--- src/hdl/beam_rigid_body_mode_vectors_assert.svh ---
// ============================================================================
// Assertion macros for the beam rigid-body mode block
// Implication checks, removed when NO_ASSERTIONS is defined.
// ============================================================================
`ifndef BEAM_RIGID_BODY_MODE_VECTORS_ASSERT_SVH
`define BEAM_RIGID_BODY_MODE_VECTORS_ASSERT_SVH

`ifndef NO_ASSERTIONS
// same-cycle implication
`define BRBM_ASSERT_IMPL(lbl, clk_s, rst_s, ante, cons) \
    lbl: assert property (@(posedge clk_s) disable iff (!rst_s) (ante) |-> (cons)) \
        else $error("brbm: implication check failed");
// next-cycle implication
`define BRBM_ASSERT_NEXT(lbl, clk_s, rst_s, ante, cons) \
    lbl: assert property (@(posedge clk_s) disable iff (!rst_s) (ante) |=> (cons)) \
        else $error("brbm: next-cycle check failed");
`else
`define BRBM_ASSERT_IMPL(lbl, clk_s, rst_s, ante, cons)
`define BRBM_ASSERT_NEXT(lbl, clk_s, rst_s, ante, cons)
`endif

`endif

--- src/hdl/brbm_pkg.sv ---
// ============================================================================
// brbm_pkg
// Widths, transfer types and rounding helper for the beam rigid-body modes.
// ============================================================================
package brbm_pkg;

    localparam int COORD_W     = 32;                  // Q16.16 word
    localparam int FRAC_BITS   = 16;
    localparam int DIFF_W      = COORD_W + 1;         // exact difference
    localparam int NORM_W      = 31;                  // normalized magnitude
    localparam int NORM_MSB    = NORM_W - 1;
    localparam int POS_W       = $clog2(DIFF_W);
    localparam int SQ_W        = 2 * NORM_W;
    localparam int SUM_W       = 2 * NORM_W + 2;
    localparam int ROOT_W      = SUM_W / 2;
    localparam int QUO_W       = FRAC_BITS + 2;
    localparam int NUM_W       = NORM_W + FRAC_BITS + 1;
    localparam int TAN_W       = QUO_W + 1;
    localparam int RND_W       = 2 * COORD_W + 2;
    localparam int SQRT_STEPS  = 2;
    localparam int SQRT_STAGES = ROOT_W / SQRT_STEPS;
    localparam int DIV_STEPS   = 2;
    localparam int DIV_STAGES  = (QUO_W + DIV_STEPS - 1) / DIV_STEPS;
    localparam int APB_DW      = 32;
    localparam int ADDR_W      = 4;

    localparam logic [RND_W-1:0] RND_HALF    = RND_W'(1) << (FRAC_BITS - 1);
    localparam logic [RND_W-1:0] SAT_POS_MAG = (RND_W'(1) << (COORD_W - 1)) - RND_W'(1);
    localparam logic [RND_W-1:0] SAT_NEG_MAG = RND_W'(1) << (COORD_W - 1);
    localparam logic [COORD_W-1:0] COORD_MAX = {1'b0, {(COORD_W-1){1'b1}}};
    localparam logic [COORD_W-1:0] COORD_MIN = {1'b1, {(COORD_W-1){1'b0}}};

    typedef struct packed {
        logic signed [COORD_W-1:0] node_x;
        logic signed [COORD_W-1:0] node_y;
        logic signed [COORD_W-1:0] node_z;
        logic signed [COORD_W-1:0] end_a_x;
        logic signed [COORD_W-1:0] end_a_y;
        logic signed [COORD_W-1:0] end_a_z;
        logic signed [COORD_W-1:0] end_b_x;
        logic signed [COORD_W-1:0] end_b_y;
        logic signed [COORD_W-1:0] end_b_z;
    } node_t;

    typedef struct packed {
        logic signed [COORD_W-1:0] rot_one_x;
        logic signed [COORD_W-1:0] rot_one_y;
        logic signed [COORD_W-1:0] rot_one_z;
        logic signed [COORD_W-1:0] rot_two_x;
        logic signed [COORD_W-1:0] rot_two_y;
        logic signed [COORD_W-1:0] rot_two_z;
        logic signed [COORD_W-1:0] tang_one_x;
        logic signed [COORD_W-1:0] tang_one_y;
        logic signed [COORD_W-1:0] tang_one_z;
        logic signed [COORD_W-1:0] tang_two_x;
        logic signed [COORD_W-1:0] tang_two_y;
        logic signed [COORD_W-1:0] tang_two_z;
    } mode_t;

    // drop FRAC_BITS fraction bits, nearest with ties away from zero, saturate
    function automatic logic signed [COORD_W-1:0] round_sat(
        input logic signed [RND_W-1:0] val
    );
        logic [RND_W-1:0] mag_v;
        logic [RND_W-1:0] rnd_v;
        logic [RND_W-1:0] neg_v;
        logic signed [COORD_W-1:0] res;
        mag_v = val[RND_W-1] ? RND_W'(-val) : RND_W'(val);
        rnd_v = (mag_v + RND_HALF) >> FRAC_BITS;
        neg_v = -rnd_v;
        if (!val[RND_W-1])
        begin
            res = (rnd_v > SAT_POS_MAG) ? COORD_MAX : rnd_v[COORD_W-1:0];
        end
        else
        begin
            res = (rnd_v > SAT_NEG_MAG) ? COORD_MIN : neg_v[COORD_W-1:0];
        end
        return res;
    endfunction

endpackage

--- src/hdl/brbm_div.sv ---
// ============================================================================
// brbm_div
// Pipelined restoring divider, DIV_STEPS quotient bits per stage.
// ============================================================================
module brbm_div (
    input  logic                        clk,
    input  logic                        adv,
    input  logic [brbm_pkg::NUM_W-1:0]  numer,
    input  logic [brbm_pkg::ROOT_W-1:0] denom,
    output logic [brbm_pkg::QUO_W-1:0]  quot
);
    import brbm_pkg::*;

    localparam int DIVW = ROOT_W + QUO_W;

    logic [DIVW-1:0]   rem_reg [DIV_STAGES];
    logic [ROOT_W-1:0] den_reg [DIV_STAGES];
    logic [QUO_W-1:0]  quo_reg [DIV_STAGES];

    for (genvar g = 0; g < DIV_STAGES; g++)
    begin : g_stage
        logic [DIVW-1:0]   rem_in;
        logic [ROOT_W-1:0] den_in;
        logic [QUO_W-1:0]  quo_in;
        logic [DIVW-1:0]   rem_next;
        logic [QUO_W-1:0]  quo_next;

        if (g == 0)
        begin : g_first
            assign rem_in = DIVW'(numer);
            assign den_in = denom;
            assign quo_in = '0;
        end
        else
        begin : g_rest
            assign rem_in = rem_reg[g-1];
            assign den_in = den_reg[g-1];
            assign quo_in = quo_reg[g-1];
        end

        always_comb
        begin
            logic [DIVW-1:0]  rem_v;
            logic [QUO_W-1:0] quo_v;
            logic [DIVW-1:0]  trial;
            rem_v = rem_in;
            quo_v = quo_in;
            for (int k = 0; k < DIV_STEPS; k++)
            begin
                if (g * DIV_STEPS + k < QUO_W)
                begin
                    trial = DIVW'(den_in) << (QUO_W - 1 - (g * DIV_STEPS + k));
                    if (rem_v >= trial)
                    begin
                        rem_v = rem_v - trial;
                        quo_v = {quo_v[QUO_W-2:0], 1'b1};
                    end
                    else
                    begin
                        quo_v = {quo_v[QUO_W-2:0], 1'b0};
                    end
                end
            end
            rem_next = rem_v;
            quo_next = quo_v;
        end

        always_ff @(posedge clk)
        begin
            if (adv)
            begin
                rem_reg[g] <= rem_next;
                den_reg[g] <= den_in;
                quo_reg[g] <= quo_next;
            end
        end
    end

    assign quot = quo_reg[DIV_STAGES-1];
endmodule

--- config.mk ---
export PLATFORM = sky130hd
export DESIGN_NAME = brbm_div
export DESIGN_NICKNAME = d
export VERILOG_FILES = /design/src/hdl/beam_rigid_body_mode_vectors_assert.svh /design/src/hdl/brbm_pkg.sv /design/src/hdl/brbm_div.sv
export SDC_FILE = /design/constraint.sdc
export NUM_CORES = 2
export LEC_CHECK = 0
export ABC_AREA = 0
export CAP_MARGIN = 25
export CORE_MARGIN = 2
export CORE_UTILIZATION = 65
export DETAILED_ROUTE_END_ITERATION = 7
export DONT_BUFFER_PORTS = 1
export PLACE_DENSITY_LB_ADDON = 0.12
export SYNTH_ARGS = -nofsm -noshare
export SYNTH_HDL_FRONTEND = slang
export SYNTH_SLANG_ARGS = --single-unit
--- constraint.sdc ---
create_clock -name clk -period 14.1 [get_ports clk]
set_clock_uncertainty 0.15 [all_clocks]
set_input_delay 2.82 -clock clk [delete_from_list [all_inputs] [get_ports clk]]
set_output_delay 2.82 -clock clk [all_outputs]
set_load 0.01 [all_outputs]
# [Word level (Yosys, flattened, before mapping)]
# Memory sizes are Yosys's and may differ from the RTL's.
# Cells that the tools add are included.
[word_totals] register_bits=0 latch_bits=0 ramBits=900 rom_bits=0 inputBits=82 out_inout_bits=18 elab_cells=77 memories=3
[op_classes] n_addsub=18 n_mul=0 div_mod_pow=0 magnitude_cmp=18 n_eq_ne=0 shift=0 muxes=38 bitwise=0 n_reduce_logical=0
[memory_table] memory="rem_reg" depth=9 width=50 rd=8 rd_clocked_by_memory_dff=0 write_ports=9 line_no="brbm_div.sv:16" text="logic [DIVW-1:0] rem_reg [DIV_STAGES];"
[memory_table] memory="den_reg" depth=9 width=32 rd=8 rd_clocked_by_memory_dff=0 write_ports=9 line_no="brbm_div.sv:17" text="logic [ROOT_W-1:0] den_reg [DIV_STAGES];"
[memory_table] memory="quo_reg" depth=9 width=18 rd=9 rd_clocked_by_memory_dff=0 write_ports=9 line_no="brbm_div.sv:18" text="logic [QUO_W-1:0] quo_reg [DIV_STAGES];"
[op_table] op="$mux W50" n=18
[op_table] op="$ge A50 B32 Y1" n=1
[op_table] op="$ge A50 B33 Y1" n=1
[op_table] op="$ge A50 B34 Y1" n=1
[op_table] op="$ge A50 B35 Y1" n=1
[op_table] op="$ge A50 B36 Y1" n=1
[op_table] op="$ge A50 B37 Y1" n=1
[op_table] op="$ge A50 B38 Y1" n=1
[op_table] op="$ge A50 B39 Y1" n=1
[op_table] op="$ge A50 B40 Y1" n=1
[op_table] op="$ge A50 B41 Y1" n=1
[op_table] op="$ge A50 B42 Y1" n=1
[op_table] op="$ge A50 B43 Y1" n=1
[op_table] op="$ge A50 B44 Y1" n=1
[op_table] op="$ge A50 B45 Y1" n=1
[op_table] op="$ge A50 B46 Y1" n=1
[op_table] op="$ge A50 B47 Y1" n=1
[op_table] op="$ge A50 B48 Y1" n=1
[op_table] op="$sub A48 B49 Y50" n=1
[op_table] op="$sub A50 B32 Y50" n=1
[op_table] op="$sub A50 B33 Y50" n=1
[op_table] op="$sub A50 B34 Y50" n=1
[op_table] op="$sub A50 B35 Y50" n=1
[op_table] op="$sub A50 B36 Y50" n=1
[op_table] op="other kinds (14)" n=33

# [Logic depth before layout (Yosys ltp)]
# An unclocked memory read counts as a cell.
[depth] depth_word=5 ltp_mapped=32 depth_no_buf=30

# [Worst setup path after synthesis]
# Ideal clock, no wire load.
[synth_path] kind="input to register" start="in denom[6] (netlist name)" end="mem rem_reg[0][16] (netlist name), data pin" setup_time_ns=0.267 t_arrival_ns=8.644 t_required_ns=13.683 path_slack_ns=5.039 stages=30 n_path_buf=5 path_cell_list="inv_1 > ha_1 > a21o_1 > a21o_1 > a21oi_1 > nand2b_1 > o221ai_1 > a21oi_1 > a22oi_1 > nand2_1 > a21oi_1 > clkbuf_1 > buf_1 > o21ai_0 > fa_1 > a21o_1 > a22oi_1 > a21oi_1 > a21o_1 > a31o_2 > a221o_1 > a31oi_1 > o21ai_0 > a21oi_1 > o31a_1 > and2_1 > clkbuf_1 > clkbuf_1 > clkbuf_1 > o21ai_0"
[synth_lines] item="start, declared" line_no="brbm_div.sv:9" text="input logic [brbm_pkg::ROOT_W-1:0] denom,"
[synth_lines] item="end, declared" line_no="brbm_div.sv:16"

==> metrics.csv <==
metric;value;unit
Final Hold Fails;0;
die area;96020;um^2
DRT antenna net count;0;
DRT Pass-1 Iters;6;
register area share after synthesis;36.84;%
CTS tree;built;
first-pass GRT wire length;263.4;mm
total congestion overflow;0;
Post-CTS Hold Fix Bufs;0;
CTS buffer count;84;
leakage power;0.02679;uW
sequential power share;21.5;%
CP endpoint kind;flip-flop;
top post-synthesis cells by area;edfxtp_1 (37%), ha_1 (12%), a21oi_1 (5.3%), xnor2_1 (5.2%), o21ai_0 (3.8%);
post_cts resized;0;
WS Path Type;reg2reg;
reg2reg setup slack;4.54;ns
post-synth top area share;36.84;%
IO Count;100;
clk sinks;746;
clock power share;12.2;%
H-tree depth;3;
Core Region;93050;um^2
Final Slew Violations;596;
DP Wirelength;135.6;mm
Synth Cell Area;60810;um^2
commonest cells after routing, fill and taps aside;edfxtp_1 (746), a21oi_1 (645), nand2_1 (595);
Post CTS Setup Buffer Count;0;
Starting DRT DRC Count;4012;
top cell type by total area after synthesis;edfxtp_1;
antenna cells;0;
DR vias;50370;
number of port buffers;0;
Net Count, Synth;7308;
Synth cell types;93;
initial core utilization;65.35;%
Slew headroom;-153.2;%
initial antenna violation count;2;
Final TNS setup;0;ns
RSZ-0062 raised after global routing;false;
dominant synthesized flop cell;edfxtp_1;
Final min period;9.560;ns
peak supply drop;0.0002654;V
failing checks;max-slew violations;
Skew-Pair Late Insertion Delay;0.69;ns
Pwr Density;288.4;nW/um^2
max-cap violations;0;
Slew @ Worst Pin;3.798;ns
Mapped Cells;6634;
Seq cells post-synth;746;
worst hold path type;reg2reg;
Net Sw Power;8602;uW
FP Rows;112;
Largest register FFs;400;
share of cells above drive strength 1;5.798;%
Root Buffer;clkbuf_16;
largest net degree at the start of global routing;747;
commonest non-fill, non-tap cell in the layout;edfxtp_1;
wire per inst;21.68;um
Worst Path Arrival;9.87;ns
Via-to-Cell Ratio;6.366;
Final period util;67.80;%
Post-route DRC;0;
Worst-path clk slew;0.06;ns
sw frac;45.93;%
vias in the first global route;47660;
CTS Buffer Depth;3;
startpoint class of the critical path;flip-flop;
total track usage;35.25;%
WL final;171.5;mm
number of flops mapped to enable cells by yosys;746;
Filler Cell Count;7428;
Avg Cell Area, Syn;9.167;um^2
worst-path fanout max;47;
Tot Pwr;18730;uW
Placer Congestion;0.9975;
Chip Width;309.9;um
Max Clk Rate;104.6;MHz
Internal;10130;uW
register area;22400;um^2
WP data required;14.41;ns
FFs w/ async S/R, synth;0;%
Multi-input gate area;36000;um^2
Comb power frac;66.3;%
Layout Nets;7262;
Layout area overhead;6.775;%
Yosys warnings;0;
status;complete, but fails checks;
Die H;309.9;um
setup-violating endpoint count in the final report;0;
layout make-up:
cell class / count / area share, %
clock buffers: 91 / 3.278
clock inverters: 65 / 1.158
inverters: 486 / 2.810
multi-input cells: 5240 / 55.44
flip-flops and latches: 746 / 34.50
well taps: 1254 / 2.416
repair buffers: 30 / 0.3989
routing by layer:
metal / part of all wire, % / up-vias / GRT usage [%]
met1: 39 / 23840 / 41.24
met3: 6.2 / 468 / 5.588
li1: - / 24330 / -
met2: 48 / 1723 / 60.51
met5: 0.016 / - / 0
met4: 7.1 / 4 / 22.31
worst max-delay path: stages (launching register included):
cell,delay [ns]
edfxtp_1,0.41
ha_1,0.50
nand2_1,0.16
nor3b_1,0.40
and2_1,0.26
nand2_1,0.15
o41ai_1,1.02
nor2_1,0.15
inv_1,0.09
buf_4,0.47
a21oi_1,0.27
fa_1,0.48
a21oi_1,0.23
o21ai_0,0.13
a21oi_1,0.29
and2_1,0.20
o211ai_1,0.17
nand3_1,0.13
a21oi_1,0.13
o41ai_1,0.77
o31a_1,0.33
and2_1,0.19
and3_1,0.84
inv_2,0.65
and4b_1,0.43
xnor2_1,0.31
per-stage QoR:
step / cell area, um^2 / util [%] / cells / setup WS [ns] / hold WS [ns]
finish: 64930 / 69.78 / 7912 / 4.540 / 0.2699
global route: 64930 / 69.78 / 7912 / 3.972 / 0.2734
CTS: 64880 / 69.72 / 7909 / 4.817 / 0.2702
detailed placement: 62000 / 66.63 / 7753 / 4.098 / 0.2545
global placement: 61980 / 66.61 / 7751 / 4.252 / 0.2506
floorplan: 60810 / - / 6634 / 5.039 / 0.2503
synthesized netlist by cell type, types with 14 or more instances:
cell type and n:
or4_1 24, or2_2 24, a31oi_1 53, o31ai_1 47, clkbuf_1 132, nand2_1 595, nor3_1 123, nand3_1 132
o211ai_1 35, a21o_1 295, mux2_2 140, nand2b_1 90, o21ai_0 463, o21a_1 69, xnor2_1 361, nor2b_1 73
nor4_1 64, a21oi_1 647, fa_1 17, ha_1 575, or3_1 49, nor2_1 501, and3_1 56, nor3b_1 14
inv_1 479, nand4_1 124, a221oi_1 15, edfxtp_1 746, a31o_2 16, buf_1 16, a21boi_0 18, a211oi_1 44
o31a_1 17, xor2_1 212, a211o_1 20, o21bai_1 73, and2_1 37
worst paths after layout:
check                                startpoint  cells after the start         endpoint
worst max-delay path            rem_reg[0][190]                     25  rem_reg[0][249]
worst min register to register   quo_reg[0][54]                      0   quo_reg[0][74]
worst min-delay path             quo_reg[0][54]                      0   quo_reg[0][74]
worst max register to register  rem_reg[0][190]                     25  rem_reg[0][249]
kinds of logic (layout without fill, tap and decap cells):
family / Yosys count / in the layout / synth area share [%]
and+or+nand+nor: 1969 / 1969 / 15.60
buffers and inverters: 648 / 672 / 4.070
AOI/OAI and AO/OA: 1949 / 1949 / 19.92
xor gates and xnor gates: 573 / 573 / 8.253
adders and majority gates: 592 / 592 / 12.39
muxes: 157 / 157 / 2.922
DFF: 746 / 746 / 36.84
power by group through the flow:
stage          sequential [uW]  clock, uW  combinational [uW]
6_report                  4030       2280               12400
5_1_grt                   4050       2390               13700
4_1_cts                   4000       2310               12200
3_5_place_dp              4040          0               12100
3_3_place_gp              4030          0               11900
2_1_floorplan             3780          0                9540
No activity file was read; power rests on OpenSTA's default activity.
