**src/hdl/beam_rigid_body_mode_vectors_assert.svh**
```systemverilog
// ============================================================================
// Assertion macros for the beam rigid-body mode block
// Implication checks, removed when NO_ASSERTIONS is defined.
// ============================================================================
`ifndef BEAM_RIGID_BODY_MODE_VECTORS_ASSERT_SVH
`define BEAM_RIGID_BODY_MODE_VECTORS_ASSERT_SVH

`ifndef NO_ASSERTIONS
// same-cycle implication
`define BRBM_ASSERT_IMPL(lbl, clk_s, rst_s, ante, cons) \
    lbl: assert property (@(posedge clk_s) disable iff (!rst_s) (ante) |-> (cons)) \
        else $error("brbm: implication check failed");
// next-cycle implication
`define BRBM_ASSERT_NEXT(lbl, clk_s, rst_s, ante, cons) \
    lbl: assert property (@(posedge clk_s) disable iff (!rst_s) (ante) |=> (cons)) \
        else $error("brbm: next-cycle check failed");
`else
`define BRBM_ASSERT_IMPL(lbl, clk_s, rst_s, ante, cons)
`define BRBM_ASSERT_NEXT(lbl, clk_s, rst_s, ante, cons)
`endif

`endif

```
**src/hdl/brbm_pkg.sv**
```systemverilog
// ============================================================================
// brbm_pkg
// Widths, transfer types and rounding helper for the beam rigid-body modes.
// ============================================================================
package brbm_pkg;

    localparam int COORD_W     = 32;                  // Q16.16 word
    localparam int FRAC_BITS   = 16;
    localparam int DIFF_W      = COORD_W + 1;         // exact difference
    localparam int NORM_W      = 31;                  // normalized magnitude
    localparam int NORM_MSB    = NORM_W - 1;
    localparam int POS_W       = $clog2(DIFF_W);
    localparam int SQ_W        = 2 * NORM_W;
    localparam int SUM_W       = 2 * NORM_W + 2;
    localparam int ROOT_W      = SUM_W / 2;
    localparam int QUO_W       = FRAC_BITS + 2;
    localparam int NUM_W       = NORM_W + FRAC_BITS + 1;
    localparam int TAN_W       = QUO_W + 1;
    localparam int RND_W       = 2 * COORD_W + 2;
    localparam int SQRT_STEPS  = 2;
    localparam int SQRT_STAGES = ROOT_W / SQRT_STEPS;
    localparam int DIV_STEPS   = 2;
    localparam int DIV_STAGES  = (QUO_W + DIV_STEPS - 1) / DIV_STEPS;
    localparam int APB_DW      = 32;
    localparam int ADDR_W      = 4;

    localparam logic [RND_W-1:0] RND_HALF    = RND_W'(1) << (FRAC_BITS - 1);
    localparam logic [RND_W-1:0] SAT_POS_MAG = (RND_W'(1) << (COORD_W - 1)) - RND_W'(1);
    localparam logic [RND_W-1:0] SAT_NEG_MAG = RND_W'(1) << (COORD_W - 1);
    localparam logic [COORD_W-1:0] COORD_MAX = {1'b0, {(COORD_W-1){1'b1}}};
    localparam logic [COORD_W-1:0] COORD_MIN = {1'b1, {(COORD_W-1){1'b0}}};

    typedef struct packed {
        logic signed [COORD_W-1:0] node_x;
        logic signed [COORD_W-1:0] node_y;
        logic signed [COORD_W-1:0] node_z;
        logic signed [COORD_W-1:0] end_a_x;
        logic signed [COORD_W-1:0] end_a_y;
        logic signed [COORD_W-1:0] end_a_z;
        logic signed [COORD_W-1:0] end_b_x;
        logic signed [COORD_W-1:0] end_b_y;
        logic signed [COORD_W-1:0] end_b_z;
    } node_t;

    typedef struct packed {
        logic signed [COORD_W-1:0] rot_one_x;
        logic signed [COORD_W-1:0] rot_one_y;
        logic signed [COORD_W-1:0] rot_one_z;
        logic signed [COORD_W-1:0] rot_two_x;
        logic signed [COORD_W-1:0] rot_two_y;
        logic signed [COORD_W-1:0] rot_two_z;
        logic signed [COORD_W-1:0] tang_one_x;
        logic signed [COORD_W-1:0] tang_one_y;
        logic signed [COORD_W-1:0] tang_one_z;
        logic signed [COORD_W-1:0] tang_two_x;
        logic signed [COORD_W-1:0] tang_two_y;
        logic signed [COORD_W-1:0] tang_two_z;
    } mode_t;

    // drop FRAC_BITS fraction bits, nearest with ties away from zero, saturate
    function automatic logic signed [COORD_W-1:0] round_sat(
        input logic signed [RND_W-1:0] val
    );
        logic [RND_W-1:0] mag_v;
        logic [RND_W-1:0] rnd_v;
        logic [RND_W-1:0] neg_v;
        logic signed [COORD_W-1:0] res;
        mag_v = val[RND_W-1] ? RND_W'(-val) : RND_W'(val);
        rnd_v = (mag_v + RND_HALF) >> FRAC_BITS;
        neg_v = -rnd_v;
        if (!val[RND_W-1])
        begin
            res = (rnd_v > SAT_POS_MAG) ? COORD_MAX : rnd_v[COORD_W-1:0];
        end
        else
        begin
            res = (rnd_v > SAT_NEG_MAG) ? COORD_MIN : neg_v[COORD_W-1:0];
        end
        return res;
    endfunction

endpackage

```
**src/hdl/brbm_sqrt.sv**
```systemverilog
// ============================================================================
// brbm_sqrt
// Pipelined integer square root, SQRT_STEPS result bits per stage.
// ============================================================================
module brbm_sqrt (
    input  logic                        clk,
    input  logic                        adv,
    input  logic [brbm_pkg::SUM_W-1:0]  radicand,
    output logic [brbm_pkg::ROOT_W-1:0] root
);
    import brbm_pkg::*;

    logic [SUM_W-1:0] rem_reg [SQRT_STAGES];
    logic [SUM_W-1:0] acc_reg [SQRT_STAGES];

    for (genvar g = 0; g < SQRT_STAGES; g++)
    begin : g_stage
        logic [SUM_W-1:0] rem_in;
        logic [SUM_W-1:0] acc_in;
        logic [SUM_W-1:0] rem_next;
        logic [SUM_W-1:0] acc_next;

        if (g == 0)
        begin : g_first
            assign rem_in = radicand;
            assign acc_in = '0;
        end
        else
        begin : g_rest
            assign rem_in = rem_reg[g-1];
            assign acc_in = acc_reg[g-1];
        end

        always_comb
        begin
            logic [SUM_W-1:0] rem_v;
            logic [SUM_W-1:0] acc_v;
            logic [SUM_W-1:0] bit_v;
            logic [SUM_W:0]   trial;
            rem_v = rem_in;
            acc_v = acc_in;
            for (int k = 0; k < SQRT_STEPS; k++)
            begin
                bit_v = SUM_W'(1) << (SUM_W - 2 - 2 * (g * SQRT_STEPS + k));
                trial = {1'b0, acc_v} + {1'b0, bit_v};
                if ({1'b0, rem_v} >= trial)
                begin
                    rem_v = rem_v - trial[SUM_W-1:0];
                    acc_v = (acc_v >> 1) + bit_v;
                end
                else
                begin
                    acc_v = acc_v >> 1;
                end
            end
            rem_next = rem_v;
            acc_next = acc_v;
        end

        always_ff @(posedge clk)
        begin
            if (adv)
            begin
                rem_reg[g] <= rem_next;
                acc_reg[g] <= acc_next;
            end
        end
    end

    assign root = acc_reg[SQRT_STAGES-1][ROOT_W-1:0];
endmodule

```
**config.mk**
```make
export PLATFORM = sky130hd
export DESIGN_NAME = brbm_sqrt
export DESIGN_NICKNAME = d
export VERILOG_FILES = /design/src/hdl/beam_rigid_body_mode_vectors_assert.svh /design/src/hdl/brbm_pkg.sv /design/src/hdl/brbm_sqrt.sv
export SDC_FILE = /design/constraint.sdc
export NUM_CORES = 2
export LEC_CHECK = 0
export BUFFER_PORTS_ARGS = -buffer_cell sky130_fd_sc_hd__buf_2
export CORE_MARGIN = 1
export CORE_UTILIZATION = 25
export CTS_CLUSTER_SIZE = 10
export DETAILED_ROUTE_END_ITERATION = 7
export HOLD_SLACK_MARGIN = 0.08
export PLACE_DENSITY = 0.48
export SLEW_MARGIN = 20
export SYNTH_ARGS = -nofsm -noshare
export SYNTH_HDL_FRONTEND = slang
export SYNTH_SLANG_ARGS = --single-unit
```
**constraint.sdc**
```tcl
create_clock -name clk -period 7.1 [get_ports clk]
set_input_delay 1.42 -clock clk [delete_from_list [all_inputs] [get_ports clk]]
set_output_delay 1.42 -clock clk [all_outputs]
set_load 0.01 [all_outputs]
```
# Yosys cells after proc, flatten, opt, wreduce, memory -nomap -nowiden

Memories as Yosys holds them, arrays and structs flattened.
Index checks and enable logic that the tools add are counted.
W data, S select, Z words.

Input bits: 66
Output and inout port bits: 32
Bits in writable memories: 2,048
Register bits: 0
Logic and storage cells: 194
Memories kept: 2

Memories:

| memory  | depth | bits a word | rd ports | clocked after Yosys merged registers in | write ports | line            | RTL |
|---|---|---|---|---|---|---|---|
| acc_reg | 16    | 64          | 16       | 0                                       | 16          | brbm_sqrt.sv:14 | `logic [SUM_W-1:0] acc_reg [SQRT_STAGES];` |
| rem_reg | 16    | 64          | 15       | 0                                       | 16          | brbm_sqrt.sv:13 | `logic [SUM_W-1:0] rem_reg [SQRT_STAGES];` |

Multiplexer cells: 66
$add $sub $neg: 94
Order comparisons: 32

Operators with widths:

| cell                     | number |
|---|---|
| $mux W64                 | 63 |
| $sub A64 B64 Y64         | 31 |
| $ge A64 B65 Y1           | 30 |
| $add A64 B1 Y65 const B  | 1 |
| $add A64 B11 Y65 const B | 1 |
| $add A64 B13 Y65 const B | 1 |
| $add A64 B15 Y65 const B | 1 |
| $add A64 B17 Y65 const B | 1 |
| $add A64 B19 Y65 const B | 1 |
| $add A64 B21 Y65 const B | 1 |
| $add A64 B23 Y65 const B | 1 |
| $add A64 B25 Y65 const B | 1 |
| $add A64 B27 Y65 const B | 1 |
| $add A64 B29 Y65 const B | 1 |
| $add A64 B3 Y65 const B  | 1 |
| $add A64 B31 Y65 const B | 1 |
| $add A64 B33 Y65 const B | 1 |
| $add A64 B35 Y65 const B | 1 |
| $add A64 B37 Y65 const B | 1 |
| $add A64 B39 Y65 const B | 1 |
| $add A64 B41 Y65 const B | 1 |
| $add A64 B43 Y65 const B | 1 |
| $add A64 B45 Y65 const B | 1 |
| $add A64 B47 Y65 const B | 1 |
| 46 further kinds         | 47 |

# Longest topological paths before layout

An unclocked memory read counts as a cell.

Depth in word-level cells: 7
Gate-level depth with buffers: 32
Gate-level depth less buffers: 29

# Worst setup path after synthesis

Ideal clock, no wire load.

Path type: register -> register
Start point: memory rem_reg[1][178] (netlist bit)
End point: memory rem_reg[1][213] (netlist bit) (data pin)
Cell stages (with the launch flop): 27
Arrival time: 6.383 ns
Setup time: 0.260 ns
Path slack: 0.457 ns
Clock period less this slack: 6.643 ns
Path through: edfxtp_1 -> or3_1 -> nor3_1 -> or3b_1 -> a31oi_1 -> nand3_1 -> or2_1 -> inv_2 -> buf_2 -> buf_2 -> buf_1 -> o21ai_0 -> ha_1 -> a21o_1 -> a21o_1 -> a21o_1 -> a21oi_1 -> nor2b_1 -> a311o_1 -> a21oi_1 -> o21ai_0 -> a211oi_1 -> o21ai_0 -> or4b_1 -> buf_2 -> buf_2 -> mux2_2

RTL lines:

| item            | line |
|---|---|
| start, declared | brbm_sqrt.sv:13 |

==> metrics.md <==
| Metric | Value |
|---|---|
| Result of the run | `complete, no violations` |
| Width of the die | `580 um` |
| Element type at the critical path start | `flop` |
| Post-Place Setup Slack | `-330 ps` |
| Total net switching power | `14.0 mW` |
| PortBufs | `97` |
| Tmin final | `6880 ps` |
| Share of total power in sequential cells | `31.8%` |
| Area Growth Syn to Fin | `13.9%` |
| Most common cell after layout, fill and taps aside | `sky130_fd_sc_hd__edfxtp_1` |
| Highest attainable clock frequency | `145 MHz` |
| Standard-cell row count | `211` |
| Number of warnings reported in the yosys synthesis log | `0` |
| Post-route fraction of the period consumed by the critical path | `96.9%` |
| Share of power burned in combinational logic | `46.7%` |
| Synth top area share | `44.3%` |
| Count of antenna-violating nets left after detailed routing | `0` |
| Initial core utilization | `25.2%` |
| Yosys reg bits | `1232` |
| Drc violations | `0` |
| Slowest stage delay, CP | `610 ps` |
| Slew at the pin with the worst max-slew slack | `1130 ps` |
| Number of buffers inserted during clock tree synthesis | `164` |
| Share of synthesized registers carrying an async set or reset | `0%` |
| Net switching share of the total power | `40.0%` |
| Gate Count Post-Synth | `8467` |
| P_int | `21.0 mW` |
| Worst slew margin relative to its limit | `24.0%` |
| Overall via count from detail_route | `65500` |
| First-iteration detailed-routing DRC count | `5206` |
| Leak Pwr | `36.0 nW` |
| EDFF count, synth | `1232` |
| Category of cells accounting for the largest share of critical-path delay | `compound AO/OA/AOI/OAI gates` |
| Fraction of layout instances using a drive strength above 1 | `8.98%` |
| Worst hold path class | `flop to flop` |
| Part of the total power dissipated in the clock network | `21.5%` |
| Clock Skews | `75.7 ps` |
| Longest Clk Path Bufs | `4` |
| CTS root buffer | `sky130_fd_sc_hd__clkbuf_16` |
| Number of cells on the critical path | `28` |
| Worst setup startpoint | `acc_reg[1][156]` |
| Count of maximum capacitance violations | `0` |
| Minimum setup slack in the final design | `221 ps` |
| Antenna violations before repair | `6` |
| Number of pins with negative max-slew slack in the final report | `0` |
| Syn_area_per_cell | `9.86 sq um` |
| Area contributors post-synth | `sky130_fd_sc_hd__edfxtp_1 (44%), sky130_fd_sc_hd__ha_1 (8.6%), sky130_fd_sc_hd__xnor2_1 (5.3%), sky130_fd_sc_hd__a21oi_1 (4.2%), sky130_fd_sc_hd__xor2_1 (3.1%)` |
| Summed instance area of the synthesized netlist | `83500 sq um` |
| Required @ worst endpoint | `7610 ps` |
| Number of failing setup endpoints in the final timing report | `0` |
| Sequential element share of the synthesized area | `44.3%` |
| Worst setup EP type | `flop` |
| Total length of routed wires | `264 mm` |
| Routed length per instance | `20.1 um` |
| Ratio of routed vias to standard cells | `4.99` |
| Cell type contributing the most total cell area after synthesis | `sky130_fd_sc_hd__edfxtp_1` |
| Worst Hold Path Cells | `0` |
| Power per cell area | `368 nW/um^2` |
| Full die area | `336000 sq um` |
| I/O pin count | `98` |
| Routability-driven placement congestion ratio | `0.899` |
| Launch instance of the worst register-to-register path | `acc_reg[1][156]` |
| Register-to-Register Path Depth | `28` |
| Max FFs per register | `960` |
| Std-Cell Core Area | `331000 sq um` |
| Cell at the slowest stage of the critical path | `sky130_fd_sc_hd__or4b_4` |
| Commonest non-fill, non-tap cells in the layout | `sky130_fd_sc_hd__edfxtp_1 (1232), sky130_fd_sc_hd__a21oi_1 (703), sky130_fd_sc_hd__nor2_1 (685)` |
| Worst Path Class, Setup | `flop to flop` |
| Global routing usage summed across all routing layers | `15.1%` |
| Total of fill cells in the finished design | `34500` |
| Wire length of the first global-routing pass | `398 mm` |
| Post-layout util | `28.7%` |
| Maximum level of the CTS H-tree | `4` |
| Maximum net fanout on the critical path | `10` |
| CTS clock-pin slew for the worst setup and hold paths | `50 ps` |
| Primary FF master, synth | `sky130_fd_sc_hd__edfxtp_1` |
| Hold path start | `rem_reg[0][273]` |
| Clock Latency Late Sink | `860 ps` |
| TritonCTS clock tree | `done` |
| Mapped Nets | `9105` |
| Pin count of the biggest net entering global routing | `150` |
| Number of iterations in the first detailed-routing pass | `6` |
| Total congestion overflow after global routing | `0` |
| Data arrival time of the critical path | `7390 ps` |
| Sinks on the clock net | `1232` |
| Number of nets in the layout | `9330` |
| RSZ-0062 raised after global routing | `false` |
| Number of endpoints with negative hold slack in the final report | `0` |
| Overall die height | `580 um` |
| Peak VDD IR | `0.200 mV` |
| Post-DP HPWL | `212 mm` |
| Post-cts hold buffer count | `0` |
| Number of unique standard cell types used by synthesis | `112` |
| Crit path buf inv count | `5` |
| Via count of the first global-routing pass | `64600` |
## Yosys cell counts, types with 27 or more instances
library cell / number
sky130_fd_sc_hd__a211oi_1: 37
sky130_fd_sc_hd__a21boi_0: 27
sky130_fd_sc_hd__a21o_1: 295
sky130_fd_sc_hd__a21oi_1: 703
sky130_fd_sc_hd__a31oi_1: 74
sky130_fd_sc_hd__and2_1: 71
sky130_fd_sc_hd__and3_1: 71
sky130_fd_sc_hd__and4_1: 27
sky130_fd_sc_hd__buf_2: 32
sky130_fd_sc_hd__buf_4: 35
sky130_fd_sc_hd__clkbuf_1: 186
sky130_fd_sc_hd__edfxtp_1: 1232
sky130_fd_sc_hd__ha_1: 572
sky130_fd_sc_hd__inv_1: 492
sky130_fd_sc_hd__mux2_2: 91
sky130_fd_sc_hd__nand2_1: 647
sky130_fd_sc_hd__nand2b_1: 73
sky130_fd_sc_hd__nand3_1: 230
sky130_fd_sc_hd__nand4_1: 190
sky130_fd_sc_hd__nor2_1: 685
sky130_fd_sc_hd__nor2b_1: 88
sky130_fd_sc_hd__nor3_1: 233
sky130_fd_sc_hd__nor3b_1: 27
sky130_fd_sc_hd__nor4_1: 222
sky130_fd_sc_hd__o211ai_1: 27
sky130_fd_sc_hd__o21a_1: 106
sky130_fd_sc_hd__o21ai_0: 376
sky130_fd_sc_hd__o21bai_1: 67
sky130_fd_sc_hd__o31ai_1: 72
sky130_fd_sc_hd__or2_2: 52
sky130_fd_sc_hd__or3_1: 112
sky130_fd_sc_hd__or4_1: 57
sky130_fd_sc_hd__xnor2_1: 502
sky130_fd_sc_hd__xor2_1: 299
## power groups by stage
stage / Clock (mW) / Combinational, mW / Sequential [mW]
2_1_floorplan: 0 / 12.0 / 10.5
3_3_place_gp: 0 / 16.1 / 11.3
3_5_place_dp: 0 / 16.1 / 11.3
4_1_cts: 7.77 / 16.2 / 11.2
5_1_grt: 8.01 / 18.0 / 11.2
6_report: 7.53 / 16.3 / 11.1
## cells by family after synthesis
family / share of synthesized area [%]
simple gates: 17.9
compound gates: 15.5
flops: 44.3
xor+xnor: 8.42
buf+inv: 3.72
fa+ha+maj: 8.57
mux: 1.53
## path summary, 6_finish.rpt
path                                         to  slack [ps]
worst max-delay path            rem_reg[1][250]         220
worst min-delay path            rem_reg[0][337]         400
worst max register to register  rem_reg[1][250]         220
worst min register to register  rem_reg[0][337]         400
## cell type report
class,instances,area (sq um),area share (%)
multi-input combinational,6456,43500,45.8
sequential,1232,37000,38.9
tap,4366,5460,5.74
clock buffer,184,4200,4.42
timing repair buffer,332,2480,2.61
inverter,506,1900,2.00
clock inverter,45,504,0.530
antenna,5,12.5,0.0132
## stage by stage
step | hold WS, ps | instances | TNS (ps) | power (mW) | instance area, sq um
6_report | 399 | 13100 | 0 | 35.0 | 95100
4_1_cts | 386 | 13100 | 0 | 35.1 | 94900
3_5_place_dp | 432 | 12900 | -9830 | 27.4 | 90200
3_3_place_gp | 431 | 12900 | -2010 | 27.4 | 90200
2_1_floorplan | 417 | 8467 | 0 | 22.5 | 83500
5_1_grt | 409 | 13100 | 0 | 37.3 | 95100
## routing by layer
layer | share of wire, % | track usage [%] | up-vias
li1 | - | - | 31900
met1 | 45 | 19.5 | 31700
met3 | 3.7 | 1.54 | 348
met5 | 0.0046 | 0 | -
met4 | 2.4 | 3.86 | 2
met2 | 49 | 26.6 | 1590
## repair_timing
item / in CTS / in global routing
setup endpoints to repair: 44 / 145
pin swaps: 0 / 2
gates resized for setup: 3 / 24
setup buffers: 0 / 3
gates cloned: 0 / 1
No activity file was read; power rests on OpenSTA's default activity.
